<file path="config.mk">
export PLATFORM = sky130hd
export DESIGN_NAME = polyline_stroke_tessellator_top
export DESIGN_NICKNAME = d
export VERILOG_FILES = /design/src/rtl/pst_pkg.sv /design/src/rtl/pst_dp.sv /design/src/rtl/pst_ctrl.sv /design/src/rtl/polyline_stroke_tessellator_top.sv
export SDC_FILE = /design/constraint.sdc
export NUM_CORES = 2
export LEC_CHECK = 0
export ABC_AREA = 1
export BUFFER_PORTS_ARGS = -buffer_cell sky130_fd_sc_hd__buf_4
export CAP_MARGIN = 20
export CELL_PAD_IN_SITES_DETAIL_PLACEMENT = 2
export CELL_PAD_IN_SITES_GLOBAL_PLACEMENT = 2
export CORE_UTILIZATION = 23
export CTS_CLUSTER_DIAMETER = 100
export CTS_CLUSTER_SIZE = 16
export DETAILED_ROUTE_END_ITERATION = 6
export PLACE_DENSITY_LB_ADDON = 0.05
export SLEW_MARGIN = 20
export SYNTH_ARGS = -nofsm -noshare
export SYNTH_HDL_FRONTEND = slang
export SYNTH_SLANG_ARGS = --single-unit
export TNS_END_PERCENT = 10
</file>
<file path="constraint.sdc">
create_clock -name clk_i -period 8.3 [get_ports clk_i]
set_input_delay 0.83 -clock clk_i [delete_from_list [all_inputs] [get_ports clk_i]]
set_output_delay 0.83 -clock clk_i [all_outputs]
set_load 0.05 [all_outputs]
</file>
<file path="src/rtl/pst_pkg.sv">
`default_nettype none
package pst_pkg;

  localparam int unsigned FRAC_BITS = 8;
  localparam int unsigned VERTS     = 10;
  localparam int unsigned COORD_W   = 16;
  localparam int unsigned VTX_W     = 25;
  localparam int unsigned SUM_W     = 26;
  localparam logic signed [SUM_W-1:0] VTX_LIMIT = 26'sd8389120;

  // configuration register indexes
  localparam logic [1:0] CFG_COLOR   = 2'd0;
  localparam logic [1:0] CFG_INNER   = 2'd1;
  localparam logic [1:0] CFG_FEATHER = 2'd2;
  localparam logic [1:0] CFG_UNUSED  = 2'd3;

  // datapath operations
  typedef enum logic [3:0] {
    OP_NOP, OP_LOAD, OP_DIFF, OP_SQX, OP_SQY, OP_LEN, OP_UINIT, OP_USTEP,
    OP_USTORE, OP_OFF, OP_VTX, OP_SHIFT
  } dp_op_e;

  typedef struct packed {
    dp_op_e     op;
    logic       seg;   // 0: waiting segment, 1: closing segment
    logic       nsel;  // 0: normal at a, 1: normal at b
    logic       comp;  // 0: x component, 1: y component
    logic [3:0] idx;
    logic [1:0] k;     // points seen before this point
    logic       last;
  } cmd_t;

  typedef struct packed {
    logic out_free;
  } sts_t;

  // strip vertex sits on end point b
  function automatic logic vtx_at_b(input logic [3:0] j);
    case (j)
      4'd2, 4'd4, 4'd6, 4'd8, 4'd9: vtx_at_b = 1'b1;
      default:                      vtx_at_b = 1'b0;
    endcase
  endfunction

  // strip vertex on the negative side
  function automatic logic vtx_neg(input logic [3:0] j);
    vtx_neg = (j >= 4'd5);
  endfunction

  // strip vertex on the outer (feathered) edge
  function automatic logic vtx_outer(input logic [3:0] j);
    vtx_outer = (j <= 4'd2) || (j >= 4'd7);
  endfunction

endpackage
`default_nettype wire

</file>
<file path="src/rtl/pst_dp.sv">
`default_nettype none
module pst_dp (
  input  wire logic                clk_i,
  input  wire logic                rst_ni,
  input  wire pst_pkg::cmd_t       cmd_i,
  output pst_pkg::sts_t            sts_o,
  input  wire logic signed [15:0]  point_x_i,
  input  wire logic signed [15:0]  point_y_i,
  input  wire logic                cfg_valid_i,
  input  wire logic [1:0]          cfg_index_i,
  input  wire logic [31:0]         cfg_data_i,
  output logic                     out_valid_o,
  input  wire logic                out_stall_i,
  output logic signed [24:0]       vertex_x_o,
  output logic signed [24:0]       vertex_y_o,
  output logic [7:0]               red_o,
  output logic [7:0]               green_o,
  output logic [7:0]               blue_o,
  output logic [7:0]               alpha_o,
  output logic [3:0]               vertex_index_o,
  output logic                     last_of_item_o
);

  logic [31:0] color_q;
  logic [11:0] inner_q, feather_q;
  logic signed [15:0] cur_x_q, cur_y_q, prev_x_q, prev_y_q;
  logic signed [15:0] older_x_q, older_y_q, oldest_x_q, oldest_y_q;
  logic signed [16:0] dx_q, dy_q;
  logic [31:0] sqx_q, sqy_q;
  logic [32:0] len2_q;
  logic [63:0] r_q, acc_q, a_q, lk_q;
  logic [15:0] s_q, bit_q;
  logic signed [15:0] nx_q [2];
  logic signed [15:0] ny_q [2];
  logic [29:0] off_q [4];
  logic out_valid_q;

  logic signed [15:0] aa_x, aa_y, a_x, a_y, b_x, b_y, bb_x, bb_y;
  logic signed [16:0] d_x, d_y;
  logic [15:0] mag_x, mag_y, mul_a, mul_b;
  logic [31:0] mul_p;
  logic [65:0] trial;
  logic [16:0] m_full;
  logic [15:0] m_val;
  logic signed [15:0] n_sel;
  logic [14:0] n_mag;
  logic [12:0] width;
  logic [13:0] off_mag;
  logic signed [14:0] off_val;
  logic v_b, v_neg, v_outer;
  logic [29:0] off_pair;
  logic signed [15:0] px, py;
  logic signed [pst_pkg::SUM_W-1:0] sum_x, sum_y;

  // segment end points
  always_comb begin
    if (!cmd_i.seg) begin
      aa_x = (cmd_i.k == 2'd3) ? oldest_x_q : older_x_q;
      aa_y = (cmd_i.k == 2'd3) ? oldest_y_q : older_y_q;
      a_x = older_x_q; a_y = older_y_q;
      b_x = prev_x_q;  b_y = prev_y_q;
      bb_x = cur_x_q;  bb_y = cur_y_q;
    end else begin
      aa_x = (cmd_i.k >= 2'd2) ? older_x_q : prev_x_q;
      aa_y = (cmd_i.k >= 2'd2) ? older_y_q : prev_y_q;
      a_x = prev_x_q; a_y = prev_y_q;
      b_x = cur_x_q;  b_y = cur_y_q;
      bb_x = cur_x_q; bb_y = cur_y_q;
    end
  end

  // direction vector of the selected normal
  always_comb begin
    if (cmd_i.nsel) begin
      d_x = {bb_x[15], bb_x} - {a_x[15], a_x};
      d_y = {bb_y[15], bb_y} - {a_y[15], a_y};
    end else begin
      d_x = {b_x[15], b_x} - {aa_x[15], aa_x};
      d_y = {b_y[15], b_y} - {aa_y[15], aa_y};
    end
  end

  assign mag_x = dx_q[16] ? 16'(-dx_q) : dx_q[15:0];
  assign mag_y = dy_q[16] ? 16'(-dy_q) : dy_q[15:0];

  // offset operand selection
  always_comb begin
    n_sel = cmd_i.idx[0] ? ny_q[cmd_i.idx[2]] : nx_q[cmd_i.idx[2]];
    n_mag = n_sel[15] ? 15'(-n_sel) : n_sel[14:0];
    width = cmd_i.idx[1] ? ({1'b0, inner_q} + {1'b0, feather_q}) : {1'b0, inner_q};
  end

  // shared multiplier
  always_comb begin
    case (cmd_i.op)
      pst_pkg::OP_SQX: begin mul_a = mag_x; mul_b = mag_x; end
      pst_pkg::OP_SQY: begin mul_a = mag_y; mul_b = mag_y; end
      default:         begin mul_a = {1'b0, n_mag}; mul_b = {3'b0, width}; end
    endcase
  end
  assign mul_p = mul_a * mul_b;

  assign off_mag = 14'((mul_p[26:0] + 27'd8192) >> 14);
  assign off_val = n_sel[15] ? -$signed({1'b0, off_mag}) : $signed({1'b0, off_mag});

  // square root search step
  assign trial = {2'b0, acc_q} + {2'b0, a_q} + {2'b0, lk_q};
  assign m_full = ({1'b0, s_q} + 17'd1) >> 1;
  assign m_val = (len2_q == 33'd0) ? 16'd0 : m_full[15:0];

  // vertex position
  always_comb begin
    logic [14:0] ox, oy;
    logic signed [pst_pkg::SUM_W-1:0] ex, ey;
    v_b = pst_pkg::vtx_at_b(cmd_i.idx);
    v_neg = pst_pkg::vtx_neg(cmd_i.idx);
    v_outer = pst_pkg::vtx_outer(cmd_i.idx);
    off_pair = off_q[{v_b, v_outer}];
    px = v_b ? b_x : a_x;
    py = v_b ? b_y : a_y;
    ox = off_pair[14:0];
    oy = off_pair[29:15];
    ex = {{(pst_pkg::SUM_W-15){ox[14]}}, ox};
    ey = {{(pst_pkg::SUM_W-15){oy[14]}}, oy};
    if (v_neg) begin
      ex = -ex;
      ey = -ey;
    end
    sum_x = {{(pst_pkg::SUM_W-16-pst_pkg::FRAC_BITS){px[15]}}, px,
             {pst_pkg::FRAC_BITS{1'b0}}} + ex;
    sum_y = {{(pst_pkg::SUM_W-16-pst_pkg::FRAC_BITS){py[15]}}, py,
             {pst_pkg::FRAC_BITS{1'b0}}} + ey;
  end

  function automatic logic signed [24:0] clamp(input logic signed [pst_pkg::SUM_W-1:0] v);
    if (v > pst_pkg::VTX_LIMIT) clamp = pst_pkg::VTX_LIMIT[24:0];
    else if (v < -pst_pkg::VTX_LIMIT) clamp = 25'(-pst_pkg::VTX_LIMIT);
    else clamp = v[24:0];
  endfunction

  // configuration registers
  always_ff @(posedge clk_i or negedge rst_ni) begin
    if (!rst_ni) begin
      color_q   <= 32'hFF00_0000;
      inner_q   <= 12'd230;
      feather_q <= 12'd256;
    end else if (cfg_valid_i) begin
      case (cfg_index_i)
        pst_pkg::CFG_COLOR:   color_q   <= cfg_data_i;
        pst_pkg::CFG_INNER:   inner_q   <= cfg_data_i[11:0];
        pst_pkg::CFG_FEATHER: feather_q <= cfg_data_i[11:0];
        default: ;
      endcase
    end
  end

  // point history
  always_ff @(posedge clk_i or negedge rst_ni) begin
    if (!rst_ni) begin
      cur_x_q <= '0; cur_y_q <= '0; prev_x_q <= '0; prev_y_q <= '0;
      older_x_q <= '0; older_y_q <= '0; oldest_x_q <= '0; oldest_y_q <= '0;
    end else begin
      case (cmd_i.op)
        pst_pkg::OP_LOAD: begin
          cur_x_q <= point_x_i;
          cur_y_q <= point_y_i;
        end
        pst_pkg::OP_SHIFT: begin
          oldest_x_q <= older_x_q; oldest_y_q <= older_y_q;
          older_x_q <= prev_x_q;   older_y_q <= prev_y_q;
          prev_x_q <= cur_x_q;     prev_y_q <= cur_y_q;
        end
        default: ;
      endcase
    end
  end

  // normal and offset datapath
  always_ff @(posedge clk_i) begin
    case (cmd_i.op)
      pst_pkg::OP_DIFF: begin
        dx_q <= d_x;
        dy_q <= d_y;
      end
      pst_pkg::OP_SQX: sqx_q <= mul_p;
      pst_pkg::OP_SQY: sqy_q <= mul_p;
      pst_pkg::OP_LEN: len2_q <= {1'b0, sqx_q} + {1'b0, sqy_q};
      pst_pkg::OP_UINIT: begin
        r_q   <= {2'b0, (cmd_i.comp ? sqy_q : sqx_q), 30'b0};
        lk_q  <= {1'b0, len2_q, 30'b0};
        acc_q <= '0;
        a_q   <= '0;
        s_q   <= '0;
        bit_q <= 16'h8000;
      end
      pst_pkg::OP_USTEP: begin
        if (trial <= {2'b0, r_q}) begin
          acc_q <= trial[63:0];
          a_q   <= (a_q + {lk_q[62:0], 1'b0}) >> 1;
          s_q   <= s_q | bit_q;
        end else begin
          a_q <= a_q >> 1;
        end
        lk_q  <= lk_q >> 2;
        bit_q <= bit_q >> 1;
      end
      pst_pkg::OP_USTORE: begin
        // rotate by +90: n = (-uy, ux)
        if (cmd_i.comp) nx_q[cmd_i.nsel] <= dy_q[16] ? $signed(m_val) : -$signed(m_val);
        else            ny_q[cmd_i.nsel] <= dx_q[16] ? -$signed(m_val) : $signed(m_val);
      end
      pst_pkg::OP_OFF: begin
        if (cmd_i.idx[0]) off_q[cmd_i.idx[2:1]][29:15] <= off_val;
        else              off_q[cmd_i.idx[2:1]][14:0]  <= off_val;
      end
      default: ;
    endcase
  end

  // output register
  always_ff @(posedge clk_i or negedge rst_ni) begin
    if (!rst_ni) begin
      out_valid_q <= 1'b0;
    end else if (cmd_i.op == pst_pkg::OP_VTX) begin
      out_valid_q <= 1'b1;
    end else if (!out_stall_i) begin
      out_valid_q <= 1'b0;
    end
  end

  always_ff @(posedge clk_i) begin
    if (cmd_i.op == pst_pkg::OP_VTX) begin
      vertex_x_o     <= clamp(sum_x);
      vertex_y_o     <= clamp(sum_y);
      red_o          <= color_q[23:16];
      green_o        <= color_q[15:8];
      blue_o         <= color_q[7:0];
      alpha_o        <= (cmd_i.idx >= 4'd3 && cmd_i.idx <= 4'd6) ? color_q[31:24] : 8'd0;
      vertex_index_o <= cmd_i.idx;
      last_of_item_o <= cmd_i.last;
    end
  end

  assign out_valid_o = out_valid_q;
  assign sts_o.out_free = !out_valid_q || !out_stall_i;

endmodule
`default_nettype wire

</file>
<file path="src/rtl/pst_ctrl.sv">
`default_nettype none
module pst_ctrl (
  input  wire logic          clk_i,
  input  wire logic          rst_ni,
  input  wire logic          in_valid_i,
  input  wire logic          end_of_path_i,
  output logic               in_stall_o,
  input  wire pst_pkg::sts_t sts_i,
  output pst_pkg::cmd_t      cmd_o
);

  typedef enum logic [3:0] {
    S_IDLE, S_DIFF, S_SQX, S_SQY, S_LEN, S_UINIT, S_USTEP, S_USTORE,
    S_OFF, S_EMIT, S_FINISH
  } state_e;

  state_e state_q;
  logic [1:0] pts_q;
  logic end_q, seg_q, seg1_q, nsel_q, comp_q;
  logic [3:0] step_q;
  logic do0, do1;

  assign do0 = (pts_q >= 2'd2);
  assign do1 = end_of_path_i && (pts_q >= 2'd1);
  assign in_stall_o = (state_q != S_IDLE);

  // command decode
  always_comb begin
    cmd_o.seg  = seg_q;
    cmd_o.nsel = nsel_q;
    cmd_o.comp = comp_q;
    cmd_o.idx  = step_q;
    cmd_o.k    = pts_q;
    cmd_o.last = (step_q == 4'd9) && (seg_q || !seg1_q);
    case (state_q)
      S_IDLE:   cmd_o.op = in_valid_i ? pst_pkg::OP_LOAD : pst_pkg::OP_NOP;
      S_DIFF:   cmd_o.op = pst_pkg::OP_DIFF;
      S_SQX:    cmd_o.op = pst_pkg::OP_SQX;
      S_SQY:    cmd_o.op = pst_pkg::OP_SQY;
      S_LEN:    cmd_o.op = pst_pkg::OP_LEN;
      S_UINIT:  cmd_o.op = pst_pkg::OP_UINIT;
      S_USTEP:  cmd_o.op = pst_pkg::OP_USTEP;
      S_USTORE: cmd_o.op = pst_pkg::OP_USTORE;
      S_OFF:    cmd_o.op = pst_pkg::OP_OFF;
      S_EMIT:   cmd_o.op = sts_i.out_free ? pst_pkg::OP_VTX : pst_pkg::OP_NOP;
      S_FINISH: cmd_o.op = pst_pkg::OP_SHIFT;
      default:  cmd_o.op = pst_pkg::OP_NOP;
    endcase
  end

  // sequencer
  always_ff @(posedge clk_i or negedge rst_ni) begin
    if (!rst_ni) begin
      state_q <= S_IDLE;
      pts_q <= '0; end_q <= 1'b0; seg_q <= 1'b0; seg1_q <= 1'b0;
      nsel_q <= 1'b0; comp_q <= 1'b0; step_q <= '0;
    end else begin
      case (state_q)
        S_IDLE: begin
          if (in_valid_i) begin
            end_q  <= end_of_path_i;
            seg_q  <= !do0;
            seg1_q <= do1;
            nsel_q <= 1'b0;
            comp_q <= 1'b0;
            step_q <= '0;
            state_q <= (do0 || do1) ? S_DIFF : S_FINISH;
          end
        end
        S_DIFF:  state_q <= S_SQX;
        S_SQX:   state_q <= S_SQY;
        S_SQY:   state_q <= S_LEN;
        S_LEN:   state_q <= S_UINIT;
        S_UINIT: begin
          step_q  <= '0;
          state_q <= S_USTEP;
        end
        S_USTEP: begin
          step_q <= step_q + 4'd1;
          if (step_q == 4'd15) state_q <= S_USTORE;
        end
        S_USTORE: begin
          step_q <= '0;
          if (!comp_q) begin
            comp_q  <= 1'b1;
            state_q <= S_UINIT;
          end else begin
            comp_q <= 1'b0;
            if (!nsel_q) begin
              nsel_q  <= 1'b1;
              state_q <= S_DIFF;
            end else begin
              state_q <= S_OFF;
            end
          end
        end
        S_OFF: begin
          if (step_q == 4'd7) begin
            step_q  <= '0;
            state_q <= S_EMIT;
          end else begin
            step_q <= step_q + 4'd1;
          end
        end
        S_EMIT: begin
          if (sts_i.out_free) begin
            if (step_q == 4'd9) begin
              step_q <= '0;
              if (!seg_q && seg1_q) begin
                seg_q   <= 1'b1;
                nsel_q  <= 1'b0;
                state_q <= S_DIFF;
              end else begin
                state_q <= S_FINISH;
              end
            end else begin
              step_q <= step_q + 4'd1;
            end
          end
        end
        S_FINISH: begin
          pts_q   <= end_q ? 2'd0 : ((pts_q == 2'd3) ? 2'd3 : pts_q + 2'd1);
          state_q <= S_IDLE;
        end
        default: state_q <= S_IDLE;
      endcase
    end
  end

  // an accepted point always starts work
  a_accept_busy: assert property (@(posedge clk_i) disable iff (!rst_ni)
    (in_valid_i && !in_stall_o) |=> (state_q != S_IDLE))
    else $error("point accepted but controller stayed idle");

  // vertices only go out when the output register can take them
  a_vtx_free: assert property (@(posedge clk_i) disable iff (!rst_ni)
    (cmd_o.op == pst_pkg::OP_VTX) |-> sts_i.out_free)
    else $error("vertex issued into a full output register");

  // strip index stays within one segment
  a_emit_idx: assert property (@(posedge clk_i) disable iff (!rst_ni)
    (state_q == S_EMIT) |-> (step_q <= 4'd9))
    else $error("strip index out of range");

endmodule
`default_nettype wire

</file>
<file path="src/rtl/polyline_stroke_tessellator_top.sv">
// a point holds in_stall_o high until all of its segments are done, so points are not overlapped
// each segment computes two normals (two 16-step root searches each), then 8 offsets,
// then 10 vertex beats; a stalled output holds the vertex beats back
// reset: asynchronous active low, clears the path history and restores default config
`default_nettype none
module polyline_stroke_tessellator_top (
  input  wire logic               clk_i,
  input  wire logic               rst_ni,
  input  wire logic               in_valid_i,
  output logic                    in_stall_o,
  input  wire logic signed [15:0] point_x_i,
  input  wire logic signed [15:0] point_y_i,
  input  wire logic               end_of_path_i,
  input  wire logic               cfg_valid_i,
  output logic                    cfg_ready_o,
  input  wire logic [1:0]         cfg_index_i,
  input  wire logic [31:0]        cfg_data_i,
  output logic                    out_valid_o,
  input  wire logic               out_stall_i,
  output logic signed [24:0]      vertex_x_o,
  output logic signed [24:0]      vertex_y_o,
  output logic [7:0]              red_o,
  output logic [7:0]              green_o,
  output logic [7:0]              blue_o,
  output logic [7:0]              alpha_o,
  output logic [3:0]              vertex_index_o,
  output logic                    last_of_item_o
);

  pst_pkg::cmd_t cmd;
  pst_pkg::sts_t sts;

  assign cfg_ready_o = 1'b1;

  // sequencer
  pst_ctrl u_ctrl (
    .clk_i         (clk_i),
    .rst_ni        (rst_ni),
    .in_valid_i    (in_valid_i),
    .end_of_path_i (end_of_path_i),
    .in_stall_o    (in_stall_o),
    .sts_i         (sts),
    .cmd_o         (cmd)
  );

  // geometry datapath
  pst_dp u_dp (
    .clk_i          (clk_i),
    .rst_ni         (rst_ni),
    .cmd_i          (cmd),
    .sts_o          (sts),
    .point_x_i      (point_x_i),
    .point_y_i      (point_y_i),
    .cfg_valid_i    (cfg_valid_i),
    .cfg_index_i    (cfg_index_i),
    .cfg_data_i     (cfg_data_i),
    .out_valid_o    (out_valid_o),
    .out_stall_i    (out_stall_i),
    .vertex_x_o     (vertex_x_o),
    .vertex_y_o     (vertex_y_o),
    .red_o          (red_o),
    .green_o        (green_o),
    .blue_o         (blue_o),
    .alpha_o        (alpha_o),
    .vertex_index_o (vertex_index_o),
    .last_of_item_o (last_of_item_o)
  );

endmodule
`default_nettype wire

</file>
# After elaboration in Yosys (flattened, before gate mapping)

Memories as Yosys holds them, arrays and structs flattened.
Index checks and enable logic that the tools add are counted.

Register bits: 674
Bits in writable memories: 184
Input port bits: 72
Output and inout port bits: 90
Memories kept: 3

Add/sub/neg operators: 22
Multiply operators: 1
Magnitude comparators: 12
Eq/ne operators: 40
Multiplexer cells: 85
Bitwise gates (word level): 1
Reductions and logical operators: 36

Memories:

| name       | depth | bits a word | read ports | clocked after Yosys merged registers in | write ports | line         | text |
|---|---|---|---|---|---|---|---|
| u_dp.off_q | 4     | 30          | 1          | 0                                       | 1           | pst_dp.sv:35 | `logic [29:0] off_q [4];` |
| u_dp.nx_q  | 2     | 16          | 1          | 0                                       | 1           | pst_dp.sv:33 | `logic signed [15:0] nx_q [2];` |
| u_dp.ny_q  | 2     | 16          | 1          | 0                                       | 1           | pst_dp.sv:34 | `logic signed [15:0] ny_q [2];` |

Operator list:

| kind                 | number |
|---|---|
| $pmux 64 s2          | 3 |
| $mux 16              | 19 |
| $pmux 16 s2          | 4 |
| $sub 16x16->17       | 4 |
| $add 66x64->66       | 1 |
| $le 66x62->1         | 1 |
| $add 64x64->65       | 1 |
| $add 64x64->64       | 1 |
| $mux 64              | 1 |
| $mux 63              | 1 |
| $mux 4               | 14 |
| $add 26x26->26       | 2 |
| $gt 26x25->1 const B | 2 |
| $lt 26x25->1 const B | 2 |
| $mux 26              | 2 |
| $neg 15->26          | 2 |
| $mux 25              | 2 |
| $neg 16->16          | 3 |
| $eq 4x3->1 const B   | 11 |
| $pmux 4 s11          | 1 |
| $eq 4x4->1 const B   | 10 |
| $pmux 4 s10          | 1 |
| $mux 17              | 2 |
| $add 32x32->33       | 1 |
| other kinds (45)     | 106 |

# Longest topological paths before layout

Depth after elaboration: 10
Mapped depth: 53
Mapped depth without buffers: 50

# Cells and area by module

From an unflattened synthesis, not the netlist that was laid out.

Cells, all modules: 8,203
Area, all modules: 65,308.9 um^2

By module, submodules not included:

| module                          | instances | cells each | area each (um^2) |
|---|---|---|---|
| pst_dp                          | 1         | 8,028      | 64,200.3 |
| pst_ctrl                        | 1         | 173        | 1,097.3 |
| polyline_stroke_tessellator_top | 1         | 2          | 11.3 |

# Worst setup path before layout

OpenSTA, ideal clock, no wires.

Path kind: reg-to-reg
Start point: register u_dp.a_q[0]
End point: register u_dp.acc_q[0] (enable)
Library setup time: 0.629 ns
Arrival: 8.463 ns
Data required time: 7.671 ns
Slack: -0.792 ns
Stages on the path, launching flop included: 46
Path buffers: 0
Period minus slack after synthesis: 9.092 ns
Path through: edfxtp_1 -> ha_1 -> fa_1 -> nand3_1 -> nand2_1 -> nand3_1 -> nand2_1 -> a21boi_0 -> o21ai_0 -> a21oi_1 -> nor2_1 -> nor2_1 -> o21ai_0 -> and2_1 -> o21ai_0 -> inv_1 -> nor2_1 -> ha_1 -> [10 not listed] -> nand2_1 -> nand2_1 -> inv_1 -> ha_1 -> nand2_1 -> nor2_1 -> nand4_1 -> nor2_1 -> nand3_1 -> nor2_1 -> nand3_1 -> nor2_1 -> nand3_1 -> nand2_1 -> nand4_1 -> nor2_2 -> nand2_1 -> o21ai_0

Cells in the longest elaborated chain, start to end: 5

RTL lines:

| element                    | line          | text |
|---|---|---|
| start: declaration         | pst_dp.sv:31  | `logic [63:0] r_q, acc_q, a_q, lk_q;` |
| start signal: assignment   | pst_dp.sv:199 | `a_q <= (a_q + {lk_q[62:0], 1'b0}) >> 1;` |
| start signal: assignment   | pst_dp.sv:202 | `a_q <= a_q >> 1;` |
| $add 64x64->65             | pst_dp.sv:107 | `assign trial = {2'b0, acc_q} + {2'b0, a_q} + {2'b0, lk_q};` |
| $add 66x64->66             | pst_dp.sv:107 |  |
| named net u_dp.trial[57]   | pst_dp.sv:42  | `logic [65:0] trial;` |
| $le 66x62->1               | pst_dp.sv:197 | `if (trial <= {2'b0, r_q}) begin` |
| $ne 2x1->1 (no line)       | --            |  |
| $reduce_and 2->1 (no line) | --            |  |
| end signal: assignment     | pst_dp.sv:198 | `acc_q <= trial[63:0];` |
| end: declaration           | pst_dp.sv:31  |  |

The timed path passes the listed nets, and every way through them passes these cells.
A chain may end at the register's enable or synchronous reset.

# Final worst setup path

Start point: register u_ctrl.step_q[2]
End point: memory u_dp.off_q[1][12] (data pin)

Cells in the longest elaborated chain, start to end: 9
Elaborated cells between the ends (all ways): 10
Those cells by class: 3 x add/sub; 1 x mul; 4 x mux; 2 x memory

RTL lines:

| element                         | line            | text |
|---|---|---|
| start: declaration              | pst_ctrl.sv:20  | `logic [3:0] step_q;` |
| start signal: assignment        | pst_ctrl.sv:79  | `step_q <= step_q + 4'd1;` |
| start signal: assignment        | pst_ctrl.sv:102 | `step_q <= step_q + 4'd1;` |
| start signal: assignment        | pst_ctrl.sv:117 | `step_q <= step_q + 4'd1;` |
| $mem_v2 2x16 (on tied branches) | --              |  |
| $mux 16 *                       | pst_dp.sv:88    | `n_sel = cmd_i.idx[0] ? ny_q[cmd_i.idx[2]] : nx_q[cmd_i.idx[2]];` |
| $neg 15->15                     | pst_dp.sv:89    | `n_mag = n_sel[15] ? 15'(-n_sel) : n_sel[14:0];` |
| $mux 15                         | pst_dp.sv:89    |  |
| $pmux 16 s2                     | pst_dp.sv:95    | `case (cmd_i.op)` |
| $mul 16x16->32                  | pst_dp.sv:101   | `assign mul_p = mul_a * mul_b;` |
| $add 27x14->27                  | pst_dp.sv:103   | `assign off_mag = 14'((mul_p[26:0] + 27'd8192) >> 14);` |
| $neg 13->15                     | pst_dp.sv:104   | `assign off_val = n_sel[15] ? -$signed({1'b0, off_mag}) : $signed({1'b0, off_mag});` |
| $mux 15 *                       | pst_dp.sv:104   |  |
| named net u_dp.off_val[12]      | pst_dp.sv:49    | `logic signed [14:0] off_val;` |
| end: declaration                | pst_dp.sv:35    |  |

The timed path passes the listed nets; every way through them passes the cells marked *.

==> impl_metrics.ini <==
[grt]
global_route.usage.met3 = 0.01469
first_global_vias = 71115
wire_length_of_the_first_global_routing_pass_mm = 447.7
grt.met2_usage = 0.3740
global_route.usage.met1 = 0.2464
grt_busiest_layer = met2
grt_remaining_overflow = 0
grt_util_all_layers = 0.2010
initial_antenna_violation_count = 6
grt_start_max_net_pins = 148

[sta]
final_max_slew_viol_count = 0
max_freq_mhz = 118.7
final.setup.worst_slack_ps = -124.4
timing.max_slew.rel_slack = 0.3140
rsz0062_at_grt = yes
worst_pin_slew_ps = 1020
setup_viol = 72
post-route-period-util = 1.015
timing.clock.skew_ps = 80.22
finalHoldViolations = 0
final_period_minus_worst_setup_slack_ps = 8424
fin_setup_tns_ps = -5231

[critical_path]
crit_path_end_kind = flip-flop
critPathLaunchType = flip-flop
cell_repeated_most_along_the_worst_path = fa_1
timing.critical_path.slowest_cell_delay_ps = 560
critPathTopFamily = adder cells
crit_type = reg2reg
cp.arrival_ps = 8910
crit_required_ps = 8790
critical_path_buf_inv_count = 16
cp_max_fo = 15
critPathSlowestCell = fa_1

[cts]
clock_transition_at_path_regs_ps = 80
clock_latency_late_sink_ps = 750
cts_tree = yes
clock_tree.buffer_depth = 3
cts.hold.buffers_added = 0
cts.sinks = 856
ctsRootBufferMaster = clkbuf_16
total_clock_buffers_created_by_cts = 80
htree_levels = 3

[route]
detail-route-antenna-nets = 0
detail_route.first_pass.iterations = 5
drc = 0
avgViaCountPerCell = 4.541
wl_per_cell_um = 21.60
wl_mm = 300.1
initialDrtViolationCount = 2167
routed-via-count = 63066

[synthesis]
synthSimpleGateAreaFrac = 0.2299
compound_gate_portion_of_the_synthesized_area = 0.1243
synth_cells = 8732
synth.yosys.seq_area_share = 0.3664
yosys.cell_types.count = 73
ys.flop_type = edfxtp_1
synth_area_mm2 = 0.06747
muxShareOfSynthArea = 0.003134
async_flop_share = 0.2336
synth_edf_count = 656
synth_area_per_cell_um2 = 7.727
synth-warning-count = 0
yosys.area_share.adder = 0.1498
synth-seq-cells = 856
synth_fp_nets = 9489
synth_top_family_by_area = simple AND/OR/NAND/NOR gates
synth-xor-area-share = 0.04009

[cells_and_area]
number_of_non_filler_instances_in_the_completed_layout = 13889
final-seq-area_mm2 = 0.02473
drive_gt1_frac = 0.2055
final_nets = 10679
nFillCells = 33680
flow.area_growth_from_synthesis_pct = 29.08
multi_input_comb_area_mm2 = 0.03931
final_non_filler_cell_area_mm2 = 0.08709

[die]
die_w_um = 543.6
floorplan.die_area_mm2 = 0.2955
top_level_ports = 162
coreArea_mm2 = 0.2913
initial_utilization = 0.2316
die_h_um = 543.6
row_count = 198

[place]
placement.io_buffers = 160
dpl.hpwl_mm = 246.4
dp_cells = 13622
placed_area_mm2 = 0.08080
gp_congestion = 0.8400
dp_worst_setup_slack_ps = -1394

[worst_hold_path]
hold_class = in2async

[status]
failed_checks = setup timing
run_status = finished, violations left

[run]
max_cap_viol_count = 0
[area by class of cell]
| cell class | count | share of cell area |
|---|---|---|
| well taps | 3900 | 0.05603 |
| flip-flops and latches | 856 | 0.2839 |
| clock buffers | 102 | 0.02441 |
| diodes | 4 | 0.0001149 |
| inverters | 1285 | 0.05642 |
| multi-input cells | 6376 | 0.4514 |
| clock inverters | 43 | 0.006264 |
| repair buffers | 1323 | 0.1215 |
[path summary, 6_finish.rpt]
check / from / end / slack [ps] / depth (start not counted)
setup / recovery: u_ctrl.step_q[2] / u_dp.off_q[1][12] / -120 / 47
hold / removal: rst_ni / u_dp.bb_x[6] / 40 / 1
setup reg to reg: u_ctrl.step_q[2] / u_dp.off_q[1][12] / -120 / 47
hold reg to reg: u_dp.color_q[23] / u_dp.red_o[7] / 430 / 0
max in group asynchronous: rst_ni / u_dp.feather_q[5] / 6300 / 3
min in group clk_i: point_x_i[11] / u_dp.bb_x[11] / 280 / 3
[layer usage]
| metal | wire, um | part of all wire |
|---|---|---|
| met2 | 154200 | 0.51 |
| met5 | 0 | 0 |
| met3 | 4736 | 0.016 |
| met4 | 8247 | 0.027 |
| met1 | 132900 | 0.44 |
[layout by cell type, fill, tap and decap left out, types with 39 or more instances in the layout]
cell type	count
nor2_2	47
nand4_1	60
buf_6	51
nor2_4	41
nand2_1	2068
nand3_1	312
a21oi_2	39
fa_1	195
xnor2_1	99
buf_4	1239
nand2_4	54
dfrtp_1	184
nor2_1	966
inv_2	74
nor3_1	71
a21oi_1	467
clkbuf_16	81
inv_1	1180
o21ai_0	616
xor2_1	188
edfxtp_1	656
nand2_2	89
a31oi_1	56
ha_1	453
[through the flow]
| stage | hold slack [ps] | utilization |
|---|---|---|
| floorplan | 419.4 | - |
| global placement | 423.2 | 0.2773 |
| detailed placement | 429.5 | 0.2773 |
| CTS | 3.690 | 0.2948 |
| global route | 35.00 | 0.2989 |
| finish | 43.91 | 0.2989 |
[cells by family after synthesis]
| kind of cell | count (synthesis) |
|---|---|
| AO/OA/AOI/OAI | 1520 |
| XOR/XNOR | 308 |
| adder cells (fa/ha/maj) | 685 |
| buffers and inverters | 1500 |
| flip-flops | 856 |
| multiplexers | 19 |
| other | 1 |
| AND/OR/NAND/NOR | 3843 |
[synthesized netlist by cell type (all sizes together), types with 22 or more instances]
library cell | count | share of area
nor3 | 90 | 0.0067
or2 | 26 | 0.0024
xnor2 | 105 | 0.014
o22ai | 42 | 0.0040
nand2 | 2214 | 0.12
buf | 64 | 0.0063
nor2 | 1054 | 0.059
nand4 | 60 | 0.0056
xor2 | 203 | 0.026
inv | 1269 | 0.071
a21o | 38 | 0.0042
dfrtp | 186 | 0.069
o21a | 28 | 0.0031
a21oi | 514 | 0.038
fa | 205 | 0.061
ha | 480 | 0.089
a21boi | 32 | 0.0037
clkbuf | 151 | 0.0084
edfxtp | 656 | 0.29
a31oi | 57 | 0.0053
o211ai | 32 | 0.0037
o21ai | 687 | 0.051
nor4 | 22 | 0.0020
o21bai | 26 | 0.0029
nand3 | 337 | 0.025
[what timing repair did]
item / 4_1_cts / 5_1_grt
gates cloned: 4 / 0
buffers inserted: 78 / 38
pin swaps: 139 / 130
setup endpoints to repair: 281 / 267
resized for setup: 499 / 236
[flip-flops by register name, indices dropped and copies added (netlist names), 32 cells and up]
register	count
u_dp.lk_q	63
u_dp.sqy_q	32
u_dp.nx_q	32
u_dp.len2_q	33
u_dp.r_q	32
u_dp.a_q	63
u_dp.color_q	32
u_dp.acc_q	64
u_dp.off_q	120
u_dp.sqx_q	32
u_dp.ny_q	32
Power is left out: the tool's default activity adds up to more than one toggle a clock period on the data nets, which glitch-free logic cannot reach.
